<file path="src/rtl/drs_pkg.sv">
// ----------------------------------------------------------------------------
// drs_pkg: shared types and constants of the disk request scheduler
// status codes, policy codes, register indexes, fsm states, the cell command and default sizes
// ----------------------------------------------------------------------------
package drs_pkg;

	localparam int QueueDepthDef = 32;
	localparam int TrackBitsDef  = 16;
	localparam int CfgWidth      = 16;
	localparam int CfgIdxWidth   = 1;

	typedef enum logic [2:0] {
		ST_ACCEPTED  = 3'd0,
		ST_FULL      = 3'd1,
		ST_RANGE     = 3'd2,
		ST_SERVED    = 3'd3,
		ST_EMPTY     = 3'd4
	} status_t;

	typedef enum logic [1:0] {
		POL_FCFS  = 2'd0,
		POL_SSTF  = 2'd1,
		POL_SCAN  = 2'd2,
		POL_CSCAN = 2'd3
	} policy_t;

	typedef enum logic [0:0] {
		REG_POLICY      = 1'b0,
		REG_TRACK_COUNT = 1'b1
	} reg_idx_t;

	typedef enum logic [2:0] {
		FSM_IDLE,
		FSM_SCAN,
		FSM_REMOVE,
		FSM_OUT
	} fsm_t;

	// command from the controller to the row of cells
	typedef struct packed {
		logic append;  // write the new track at the fill position
		logic rotate;  // shift every live cell one step toward the front
		logic remove;  // this rotation drops the cell at the front
	} cell_cmd_t;

endpackage

</file>
<file path="src/rtl/drs_cell.sv">
// ----------------------------------------------------------------------------
// drs_cell: one queue slot of the request ring
// holds one track; shifts in its neighbor's track, or loads the load value
// ----------------------------------------------------------------------------
module drs_cell #(
	parameter int TRACK_BITS = drs_pkg::TrackBitsDef
) (
	input  logic                  clk,
	input  logic                  load,
	input  logic [TRACK_BITS-1:0] load_track,
	input  logic                  shift,
	input  logic [TRACK_BITS-1:0] next_track,
	output logic [TRACK_BITS-1:0] track
);

	logic [TRACK_BITS-1:0] track_q;

	always_ff @(posedge clk) begin
		if (load) begin
			track_q <= load_track;
		end else if (shift) begin
			track_q <= next_track;
		end
	end

	assign track = track_q;

endmodule

</file>
<file path="src/rtl/drs_row.sv">
// ----------------------------------------------------------------------------
// drs_row: chain of request cells
// a rotation moves every live cell one place toward the front; the front item
// either wraps to the last live slot or drops out when it is removed
// ----------------------------------------------------------------------------
module drs_row #(
	parameter int QUEUE_DEPTH = drs_pkg::QueueDepthDef,
	parameter int TRACK_BITS  = drs_pkg::TrackBitsDef,
	localparam int CntW       = $clog2(QUEUE_DEPTH + 1)
) (
	input  logic                  clk,
	input  drs_pkg::cell_cmd_t    cmd,
	input  logic [CntW-1:0]       count,
	input  logic [TRACK_BITS-1:0] new_track,
	output logic [TRACK_BITS-1:0] front
);

	logic [TRACK_BITS-1:0] trk [QUEUE_DEPTH];
	logic [TRACK_BITS-1:0] nxt [QUEUE_DEPTH];

	for (genvar g = 0; g < QUEUE_DEPTH; g++) begin : g_cell
		logic ld;
		logic sh;
		logic [TRACK_BITS-1:0] ldv;
		// on append, slot count takes the new track
		// on rotate, slot count-1 takes the old front unless it is removed
		always_comb begin
			ld  = 1'b0;
			ldv = new_track;
			if (cmd.append && count == CntW'(g)) begin
				ld = 1'b1;
			end else if (cmd.rotate && !cmd.remove && count == CntW'(g + 1)) begin
				ld  = 1'b1;
				ldv = trk[0];
			end
			sh = cmd.rotate && (CntW'(g + 1) < count);
		end
		if (g + 1 < QUEUE_DEPTH) begin : g_n
			assign nxt[g] = trk[g + 1];
		end else begin : g_l
			assign nxt[g] = trk[g];
		end
		drs_cell #(.TRACK_BITS(TRACK_BITS)) u_cell (
			.clk       (clk),
			.load      (ld),
			.load_track(ldv),
			.shift     (sh),
			.next_track(nxt[g]),
			.track     (trk[g])
		);
	end

	assign front = trk[0];

endmodule

</file>
<file path="src/rtl/disk_request_scheduler.sv">
// ----------------------------------------------------------------------------
// disk_request_scheduler: track request queue with fcfs/sstf/scan/cscan
// enqueue: from accept the block passes to the output state, then raises result valid
// serve: one full rotation of the cell ring to pick the entry, and a second
// to drop the chosen entry keeping the order of the rest
// one item at a time; the next item can be taken in the cycle after the result is taken
// reset: queue empty, head 1, direction outward, policy 0, track count 65535
// ----------------------------------------------------------------------------
module disk_request_scheduler #(
	parameter int QUEUE_DEPTH = drs_pkg::QueueDepthDef,
	parameter int TRACK_BITS  = drs_pkg::TrackBitsDef,
	localparam int CntW       = $clog2(QUEUE_DEPTH + 1)
) (
	input  logic                          clk,
	input  logic                          arst_n,
	input  logic                          cfg_we,
	input  logic [drs_pkg::CfgIdxWidth-1:0] cfg_index,
	input  logic [drs_pkg::CfgWidth-1:0]  cfg_data,
	input  logic                          in_valid,
	output logic                          in_stall,
	input  logic                          op,
	input  logic [15:0]                   track,
	output logic                          out_valid,
	input  logic                          out_stall,
	output logic [2:0]                    status,
	output logic [15:0]                   served_track,
	output logic [15:0]                   head_position,
	output logic                          sweep_dir,
	output logic [5:0]                    pending
);

	logic [1:0]            policy_q;
	logic [15:0]           tcount_q;
	logic [CntW-1:0]       count_q;
	logic [TRACK_BITS-1:0] head_q;
	logic                  dir_q;
	logic [TRACK_BITS-1:0] newtrk_q;
	logic [CntW-1:0]       pos_q;
	logic [CntW-1:0]       sel_q;
	logic                  has_eq_q, has_ab_q, has_be_q;
	logic [CntW-1:0]       eq_q, ab_q, be_q, best_q, low_q;
	logic [TRACK_BITS-1:0] abt_q, bet_q, lowt_q;
	logic [TRACK_BITS:0]   bestd_q;
	logic [2:0]            st_q;
	logic [15:0]           srv_q;
	logic                  ov_q;
	logic                  removed_q;
	logic [CntW-1:0]       row_count;
	drs_pkg::fsm_t         state_q, state_d;
	drs_pkg::cell_cmd_t    cmd;
	logic [TRACK_BITS-1:0] front;
	logic [TRACK_BITS:0]   d;
	logic                  accept;

	assign accept   = in_valid && !in_stall;
	assign in_stall = (state_q != drs_pkg::FSM_IDLE);

	// once the chosen entry has dropped out the ring is one slot shorter
	assign row_count = count_q - CntW'(removed_q);

	drs_row #(.QUEUE_DEPTH(QUEUE_DEPTH), .TRACK_BITS(TRACK_BITS)) u_row (
		.clk      (clk),
		.cmd      (cmd),
		.count    (row_count),
		.new_track(newtrk_q),
		.front    (front)
	);

	assign d = (front > head_q) ? {1'b0, front - head_q} : {1'b0, head_q - front};

	always_comb begin
		state_d = state_q;
		cmd     = '0;
		unique case (state_q)
			drs_pkg::FSM_IDLE: begin
				if (accept) begin
					state_d = drs_pkg::FSM_OUT;
					if (op && count_q != '0) begin
						state_d = drs_pkg::FSM_SCAN;
					end
				end
			end
			drs_pkg::FSM_SCAN: begin
				cmd.rotate = 1'b1;
				if (pos_q == count_q - CntW'(1)) begin
					state_d = drs_pkg::FSM_REMOVE;
				end
			end
			drs_pkg::FSM_REMOVE: begin
				cmd.rotate = 1'b1;
				cmd.remove = (pos_q == sel_q);
				if (pos_q == count_q - CntW'(1)) begin
					state_d = drs_pkg::FSM_OUT;
				end
			end
			drs_pkg::FSM_OUT: begin
				cmd.append = (st_q == drs_pkg::ST_ACCEPTED) && !ov_q;
				if (ov_q && !out_stall) begin
					state_d = drs_pkg::FSM_IDLE;
				end
			end
			default: state_d = drs_pkg::FSM_IDLE;
		endcase
	end

	always_ff @(posedge clk or negedge arst_n) begin
		if (!arst_n) begin
			state_q  <= drs_pkg::FSM_IDLE;
			policy_q <= '0;
			tcount_q <= 16'hFFFF;
			count_q  <= '0;
			head_q   <= TRACK_BITS'(1);
			dir_q    <= 1'b0;
			ov_q     <= 1'b0;
		end else begin
			state_q <= state_d;
			if (cfg_we) begin
				unique case (cfg_index)
					drs_pkg::REG_POLICY:      policy_q <= cfg_data[1:0];
					drs_pkg::REG_TRACK_COUNT: tcount_q <= cfg_data;
					default: ;
				endcase
			end
			if (cmd.append) begin
				count_q <= count_q + CntW'(1);
			end
			if (state_q == drs_pkg::FSM_REMOVE && state_d == drs_pkg::FSM_OUT) begin
				count_q <= count_q - CntW'(1);
				// the chosen entry may be at the front in this last step
				head_q  <= (pos_q == sel_q) ? front : TRACK_BITS'(srv_q);
			end
			if (state_q == drs_pkg::FSM_SCAN && state_d == drs_pkg::FSM_REMOVE &&
			    policy_q == drs_pkg::POL_SCAN && !has_eq_q &&
			    !(front == head_q)) begin
				// direction flips when nothing lies ahead, decided in final step
				if (!dir_q && !(has_ab_q || front > head_q)) dir_q <= 1'b1;
				else if (dir_q && !(has_be_q || front < head_q)) dir_q <= 1'b0;
			end
			if (state_q == drs_pkg::FSM_OUT && !ov_q) begin
				ov_q <= 1'b1;
			end else if (ov_q && !out_stall) begin
				ov_q <= 1'b0;
			end
		end
	end

	// scan bookkeeping and selection
	always_ff @(posedge clk) begin
		if (accept) begin
			newtrk_q  <= TRACK_BITS'(track);
			pos_q     <= '0;
			has_eq_q  <= 1'b0;
			has_ab_q  <= 1'b0;
			has_be_q  <= 1'b0;
			removed_q <= 1'b0;
			srv_q     <= '0;
			if (!op) begin
				if (count_q >= CntW'(QUEUE_DEPTH)) st_q <= drs_pkg::ST_FULL;
				else if (32'(TRACK_BITS'(track)) >= 32'(tcount_q)) st_q <= drs_pkg::ST_RANGE;
				else st_q <= drs_pkg::ST_ACCEPTED;
			end else if (count_q == '0) begin
				st_q <= drs_pkg::ST_EMPTY;
			end else begin
				st_q <= drs_pkg::ST_SERVED;
			end
		end
		if (state_q == drs_pkg::FSM_SCAN) begin
			pos_q <= pos_q + CntW'(1);
			if (!has_eq_q && front == head_q) begin
				has_eq_q <= 1'b1;
				eq_q     <= pos_q;
			end
			if (front > head_q && (!has_ab_q || front < abt_q)) begin
				has_ab_q <= 1'b1;
				ab_q     <= pos_q;
				abt_q    <= front;
			end
			if (front < head_q && (!has_be_q || front > bet_q)) begin
				has_be_q <= 1'b1;
				be_q     <= pos_q;
				bet_q    <= front;
			end
			if (pos_q == '0 || d < bestd_q) begin
				best_q  <= pos_q;
				bestd_q <= d;
			end
			if (pos_q == '0 || front < lowt_q) begin
				low_q  <= pos_q;
				lowt_q <= front;
			end
			if (state_d == drs_pkg::FSM_REMOVE) begin
				pos_q <= '0;
			end
		end
		if (state_q == drs_pkg::FSM_REMOVE) begin
			pos_q <= pos_q + CntW'(1);
			if (pos_q == sel_q) begin
				srv_q     <= 16'(front);
				removed_q <= 1'b1;
			end
		end
	end

	// choose the slot at the end of the scan, including the last element
	logic                  f_eq, f_ab, f_be, f_bst, f_low;
	logic [CntW-1:0]       pick;
	always_comb begin
		f_eq  = !has_eq_q && front == head_q;
		f_ab  = front > head_q && (!has_ab_q || front < abt_q);
		f_be  = front < head_q && (!has_be_q || front > bet_q);
		f_bst = pos_q == '0 || d < bestd_q;
		f_low = pos_q == '0 || front < lowt_q;
		if (has_eq_q) pick = eq_q;
		else if (f_eq) pick = pos_q;
		else begin
			case (drs_pkg::policy_t'(policy_q))
				drs_pkg::POL_FCFS: pick = '0;
				drs_pkg::POL_SSTF: pick = f_bst ? pos_q : best_q;
				drs_pkg::POL_SCAN: begin
					if (!dir_q) begin
						if (f_ab) pick = pos_q;
						else if (has_ab_q) pick = ab_q;
						else pick = f_be ? pos_q : be_q;
					end else begin
						if (f_be) pick = pos_q;
						else if (has_be_q) pick = be_q;
						else pick = f_ab ? pos_q : ab_q;
					end
				end
				default: begin
					if (f_ab) pick = pos_q;
					else if (has_ab_q) pick = ab_q;
					else pick = f_low ? pos_q : low_q;
				end
			endcase
		end
	end

	always_ff @(posedge clk) begin
		if (state_q == drs_pkg::FSM_SCAN && state_d == drs_pkg::FSM_REMOVE) begin
			sel_q <= pick;
		end
	end

	assign out_valid     = ov_q;
	assign status        = st_q;
	assign served_track  = srv_q;
	assign head_position = 16'(head_q);
	assign sweep_dir     = dir_q;
	assign pending       = 6'(count_q);

endmodule

</file>
<file path="config.mk">
export PLATFORM = sky130hd
export DESIGN_NAME = disk_request_scheduler
export DESIGN_NICKNAME = d
export VERILOG_FILES = /design/src/rtl/drs_pkg.sv /design/src/rtl/drs_cell.sv /design/src/rtl/drs_row.sv /design/src/rtl/disk_request_scheduler.sv
export SDC_FILE = /design/constraint.sdc
export NUM_CORES = 2
export LEC_CHECK = 0
export BUFFER_PORTS_ARGS = -buffer_cell sky130_fd_sc_hd__buf_4
export CORE_MARGIN = 5
export CORE_UTILIZATION = 40
export DETAILED_ROUTE_END_ITERATION = 8
export HOLD_SLACK_MARGIN = 0.03
export MAX_ROUTING_LAYER = met4
export PLACE_DENSITY_LB_ADDON = 0.08
export SYNTH_ARGS = -nofsm -noshare
export SYNTH_HDL_FRONTEND = slang
export SYNTH_SLANG_ARGS = --single-unit
</file>
<file path="constraint.sdc">
create_clock -name clk -period 5.7 [get_ports clk]
set_input_delay 0.57 -clock clk [delete_from_list [all_inputs] [get_ports clk]]
set_output_delay 0.57 -clock clk [all_outputs]
set_load 0.03 [all_outputs]
</file>
### After elaboration in Yosys (flattened, before gate mapping)

Index checks and enable logic that the tools add are counted.

| operators by class | value |
|---|---|
| multiplexer cells | 244 |
| $add $sub $neg | 6 |
| bitwise gates (word level) | 1 |
| $lt $le $gt $ge | 39 |
| reduce and logical (&&, ||, !) cells | 181 |
| eq/ne operators | 43 |

Operators with widths:

| kind | count |
|---|---|
| $mux W16 | 131 |
| $mux W6 | 19 |
| $logic_and A1 B1 Y1 | 111 |
| $eq A6 B5 Y1 const B | 16 |
| $lt A5 B6 Y1 const A | 16 |
| $mux W1 | 83 |
| $reduce_bool A2 Y1 | 34 |
| $eq A6 B4 Y1 const B | 8 |
| $lt A16 B16 Y1 | 3 |
| $lt A4 B6 Y1 const A | 8 |
| $gt A16 B16 Y1 | 2 |
| $sub A16 B16 Y16 | 2 |
| $eq A6 B3 Y1 const B | 4 |
| $lt A3 B6 Y1 const A | 4 |
| $logic_not A6 Y1 | 3 |
| $mux W3 | 6 |
| $pmux W6 S3 | 1 |
| $reduce_and A2 Y1 | 9 |
| $lt A16 B17 Y1 | 1 |
| $eq A16 B16 Y1 | 1 |
| $ge A16 B16 Y1 | 1 |
| $add A6 B1 Y6 const B | 2 |
| $eq A3 B2 Y1 const B | 4 |
| $eq A6 B2 Y1 const B | 2 |
| 22 further kinds | 43 |

| storage, ports and cells | value |
|---|---|
| word-level logic and storage cells | 571 |
| input bits | 39 |
| flip-flop bits (word level) | 703 |

### Longest topological paths before layout

| logic depth | value |
|---|---|
| depth after elaboration | 11 |
| depth in mapped cells | 25 |

### By module

A second synthesis with hierarchy kept.

| second synthesis, totals | value |
|---|---|
| cell total of the unflattened synthesis | 3068 |
| area, all modules | 42478.2 sq um |

Modules (own cells, without submodules):

| module | area an instance (sq um) | cells an instance | instances |
|---|---|---|---|
| drs_cell | 732.0 | 35 | 32 |
| disk_request_scheduler | 11436.0 | 1119 | 1 |
| drs_row | 7619.8 | 829 | 1 |

### Least setup slack after synthesis

No wires, ideal clock.

| timing | value |
|---|---|
| path type | register -> register |
| from | register u_row.g_cell[0].u_cell.track_q[0] |
| to | register sel_q[3] (data pin) |
| period minus slack after synthesis | 5560 ps |
| cell stages (with the launch flop) | 25 |
| setup time | 265 ps |
| data required time | 5435 ps |
| setup slack | 140 ps |
| arrival time | 5294 ps |
| cell sequence | edfxtp_1 > inv_1 > clkbuf_1 > ha_1 > inv_1 > fa_1 > a21o_1 > a221oi_1 > a21boi_2 > o21ai_4 > mux2_2 > nor3b_1 > a21oi_1 > nand2_1 > xnor2_1 > ha_1 > a21oi_1 > or2_2 > a32o_1 > nor2_1 > nand2_1 > mux2_2 > a21o_1 > o31ai_1 > nand3_1 |

RTL lines:

| what | RTL line | text |
|---|---|---|
| start, declared | drs_cell.sv:16 | `logic [TRACK_BITS-1:0] track_q;` |
| start signal, assigned | drs_cell.sv:20 | `track_q <= load_track;` |
| start signal, assigned | drs_cell.sv:22 | `track_q <= next_track;` |
| $sub A16 B16 Y16 or $gt A16 B16 Y1 (tied branches) | disk_request_scheduler.sv:69 | `assign d = (front > head_q) ? {1'b0, front - head_q} : {1'b0, head_q - front};` |
| $mux W16 (*) | disk_request_scheduler.sv:69 |  |
| via d[12] | disk_request_scheduler.sv:52 | `logic [TRACK_BITS:0] d;` |
| $lt A16 B17 Y1 (*) | disk_request_scheduler.sv:211 | `f_bst = pos_q == '0 \|\| d < bestd_q;` |
| $logic_or A1 B1 Y1 (*) | disk_request_scheduler.sv:211 |  |
| $mux W6 (*) | - |  |
| $pmux W6 S3 (*) | disk_request_scheduler.sv:216 | `case (drs_pkg::policy_t'(policy_q))` |
| $mux W6 (*) | disk_request_scheduler.sv:214 | `else if (f_eq) pick = pos_q;` |
| $mux W6 (*) | disk_request_scheduler.sv:213 | `if (has_eq_q) pick = eq_q;` |
| via pick[3] | disk_request_scheduler.sv:206 | `logic [CntW-1:0] pick;` |
| end signal, assigned | disk_request_scheduler.sv:241 | `sel_q <= pick;` |
| end, declared | disk_request_scheduler.sv:39 | `logic [CntW-1:0] sel_q;` |

The timed path passes the listed nets; every way through them passes the cells marked *.
A chain may end at the register's enable or synchronous reset.

### Worst setup path after layout

| timing | value |
|---|---|
| from | register head_q[0] (netlist: head_position[0]) |
| to | register sel_q[3] (data pin) |

RTL lines:

| what | RTL line | text |
|---|---|---|
| start, declared | disk_request_scheduler.sv:35 | `logic [TRACK_BITS-1:0] head_q;` |
| start signal, assigned | disk_request_scheduler.sv:130 | `head_q <= (pos_q == sel_q) ? front : TRACK_BITS'(srv_q);` |
| $sub A16 B16 Y16 or $gt A16 B16 Y1 (tied branches) | disk_request_scheduler.sv:69 |  |
| $mux W16 (*) | disk_request_scheduler.sv:69 |  |
| via d[11] | disk_request_scheduler.sv:52 |  |
| $lt A16 B17 Y1 (*) | disk_request_scheduler.sv:211 |  |
| $logic_or A1 B1 Y1 (*) | disk_request_scheduler.sv:211 |  |
| $mux W6 (*) | - |  |
| $pmux W6 S3 (*) | disk_request_scheduler.sv:216 |  |
| $mux W6 (*) | disk_request_scheduler.sv:214 |  |
| $mux W6 (*) | disk_request_scheduler.sv:213 |  |
| via pick[3] | disk_request_scheduler.sv:206 |  |

Marked as above.

==> flow_summary.yaml <==
status:
  outcome: "complete, no violations"
pwr:
  ir_drop_v: 0.000240
  fin_total_pwr_mw: 16.9
  internal_power_mw: 11.0
  p_per_area_nw_per_um2: 394
  swShare_pct: 34.8
  seqPwrFrac_pct: 40.1
  pwr-share-comb_pct: 27.3
  clockPowerShare_pct: 32.6
  switching_power_mw: 5.87
  leakagePower_nw: 15.9
cells_and_area:
  finalNonFillerCells: 4980
  drive_above_1_share_pct: 14.3
  nNetsFinal: 3808
  syn_to_final_growth_pct: 13.4
  design_area_um2: 42700
  fill_cells: 8717
yosys:
  synth_edf_count: 637
  yosysSeqAreaShare_pct: 54.9
  yosys_warnings: 0
  syn_area_per_cell_um2: 10.4
  synth_fp_nets: 3783
  yosys.area.top_type_share_pct: 50.8
  yosys-top-cells-area: "edfxtp_1, nand2_1, a21oi_1"
  synth-main-ff-cell: "edfxtp_1"
  synth-seq-cells: 702
  synth_cell_types: 91
  yosysTopAreaCell: "edfxtp_1"
  syn-cell-area_um2: 37700
  synth_async_sr_flop_share_pct: 6.41
  syn-instance-count: 3628
worst_setup_path:
  max_stage_delay_ns: 0.55
  cp_slowest_cell: "dfstp_2"
  critical_path.startpoint_type: "flip-flop"
  cp_data_required_time_ns: 6.10
  cp.arrival_ns: 5.83
  cp_max_fo: 5
  end_kind: "flip-flop"
  crit_type: "flip-flop to flip-flop"
  cp_cell_sequence: "ha_2 -> inv_1 -> fa_1 -> a21o_1 -> a221o_1 -> o21ai_2 -> a21oi_4 -> mux2_4 -> a311oi_2 -> a21oi_2 -> buf_4 -> xor2_2 -> ha_1 -> a21oi_1 -> or2_2 -> a32o_1 -> nor2_1 -> buf_4 -> nand2_2 -> mux2_4 -> a21o_1 -> o31ai_2 -> nand3_1"
placement:
  place_hpwl_um: 86100
  gp_congestion: 0.891
  place_area_um2: 39800
  dp_cells: 4815
  port_buffers: 82
cts:
  clock_latency_ns: 0.67
  tritoncts: "built"
  numCtsBuffers: 83
  cts-root-buf: "clkbuf_16"
  numClockSinks: 702
  cts.clk_slew.worst_paths_ns: 0.06
  htreeDepth: 3
  cts.path.max_buffers: 3
grt:
  grt_pass1_vias: 28100
  track_usage_pct: 27.7
  antenna_found_initial: 1
  grt_pass1_wl_um: 199000
  grt-ovfl-total: 0
  grt_max_degree: 64
floorplanning:
  die-area_um2: 100000
  die_x_um: 317
  pin_count: 83
  die_y_um: 317
  core_area_um2: 93500
  start_util_pct: 40.3
  std_cell_rows: 112
timing:
  final_hold_viol_count: 0
  fin_skew_ns: 0.0287
  rsz0062_at_grt: "false"
  relSlewSlack_pct: 18.6
  setup_viol: 0
  min_period_ns: 5.43
  finalSetupTns_ns: 0
  max_freq_mhz: 184
  slew_viol_final: 0
  finalHoldWorstSlack_ns: 0.116
  tightestPinTransition_ns: 1.22
  min_period_over_period_pct: 95.3
hold_path:
  min-delay-path-class: "input pin to flip-flop"
drt:
  wl_um: 138000
  first_pass_iters: 8
  antenna_left: 0
  wl_per_cell_um: 27.7
  num_vias: 29400
  drtIter0Drc: 3284
  via_per_inst: 5.91
  drc: 0
job:
  maxCapViolCount: 0
critical path, delay by kind of cell (launching register included):
family                     cells  cell delay (ns)
muxes                          2             0.68
and+or+nand+nor                4             0.59
adders and majority gates      3             0.87
DFF                            1             0.55
buffers and inverters          3             0.35
AOI/OAI and AO/OA             10             1.99
xor gates and xnor gates       1             0.14
final timing paths:
| path | start | cells after the start | end | slack (ns) |
|---|---|---|---|---|
| worst min-delay path | track[15] | 1 | newtrk_q[15] | 0.12 |
| min in group asynchronous | arst_n | 2 | out_valid | 0.51 |
| worst max register to register | head_position[0] | 23 | sel_q[3] | 0.27 |
| worst max-delay path | head_position[0] | 23 | sel_q[3] | 0.27 |
| max in group asynchronous | arst_n | 2 | head_position[12] | 4.69 |
| worst min register to register | removed_q | 2 | removed_q | 0.45 |
cell type report:
class | count | area, µm² | share of cell area [%]
flip-flops and latches | 702 | 20700 | 48.4
multi-input cells | 2481 | 15300 | 35.8
clock buffers | 97 | 2180 | 5.11
repair buffers | 249 | 1890 | 4.42
well taps | 1254 | 1570 | 3.67
clock inverters | 58 | 602 | 1.41
inverters | 136 | 510 | 1.19
diodes | 3 | 7.51 | 0.0176
cell usage in the layout, fill, tap and decap left out, drive strengths merged, types with 40 or more instances in the layout:
cell and n:
inv 140, a21oi 353, o21ai 209, a221o 76, edfxtp 637, nor3 190
mux2 62, ha 114, nand3 61, mux2i 162, nor2 308, nand2 516
buf 248, a22oi 136, clkbuf 97, clkinv 40
stage by stage:
stage                     util, %  setup slack (ns)
final                        45.7             0.266
after global placement       42.6            0.0588
after global routing         45.7            0.0140
after detailed placement     42.6           -0.0323
after CTS                    45.6            0.0387
after floorplan                 -             0.140
cell families (layout without fill, tap and decap cells):
logic type,count (synthesis),after routing,share of synthesized area [%]
AOI/OAI and AO/OA,918,918,15.3
and+or+nand+nor,1179,1179,14.0
muxes,224,224,6.17
other,1,4,0.00995
buffers and inverters,445,540,4.84
xor gates and xnor gates,43,43,1.02
adders and majority gates,116,116,3.89
DFF,702,702,54.9
flip-flops by register name, summed over array words and instances (netlist names), 16 cells and up:
signal	flops
u_row.g_cell.u_cell.track	512
abt_q	16
bestd_q	16
bet_q	16
head_position	16
lowt_q	16
newtrk_q	16
served_track	16
tcount_q	16
power groups by stage:
stage / registers (mW) / clock network [mW] / logic [mW]
floorplan: 6.79 / 0 / 2.61
global placement: 6.84 / 0 / 4.45
detailed placement: 6.85 / 0 / 4.48
CTS: 6.75 / 5.57 / 4.51
global route: 6.79 / 5.80 / 4.91
finish: 6.75 / 5.49 / 4.61
per-layer routing:
layer	part of all wire, %	global-route usage, %
met1	44	38.5
met2	45	42.1
met3	8.4	4.69
met4	3.0	8.44
met5	0	-
cells in the mapped netlist, types with 17 or more instances:
cell type and number:
a221o_1 76, a21o_1 28, ha_1 114, mux2i_1 162
dfrtp_1 28, nand2_1 512, o22ai_1 26, clkbuf_1 213
nand4_1 20, o21ai_1 58, nor2_1 277, nor3_1 185
buf_2 67, nor2_2 24, nand3_1 56, dfxtp_1 20
mux2_2 51, a21oi_1 352, inv_1 136, edfxtp_1 637
dfstp_2 17, xnor2_1 29, o21ai_0 148, a22oi_1 136
what timing repair did:
| action | 4_1_cts | 5_1_grt |
|---|---|---|
| pin swaps | 0 | 10 |
| resized for setup | 1 | 15 |
| buffers inserted | 0 | 6 |
| hold endpoints to repair | 28 | 0 |
| hold buffers | 1 | 0 |
| endpoints found under the setup margin | 1 | 6 |
(Power assumes the default switching activity.)
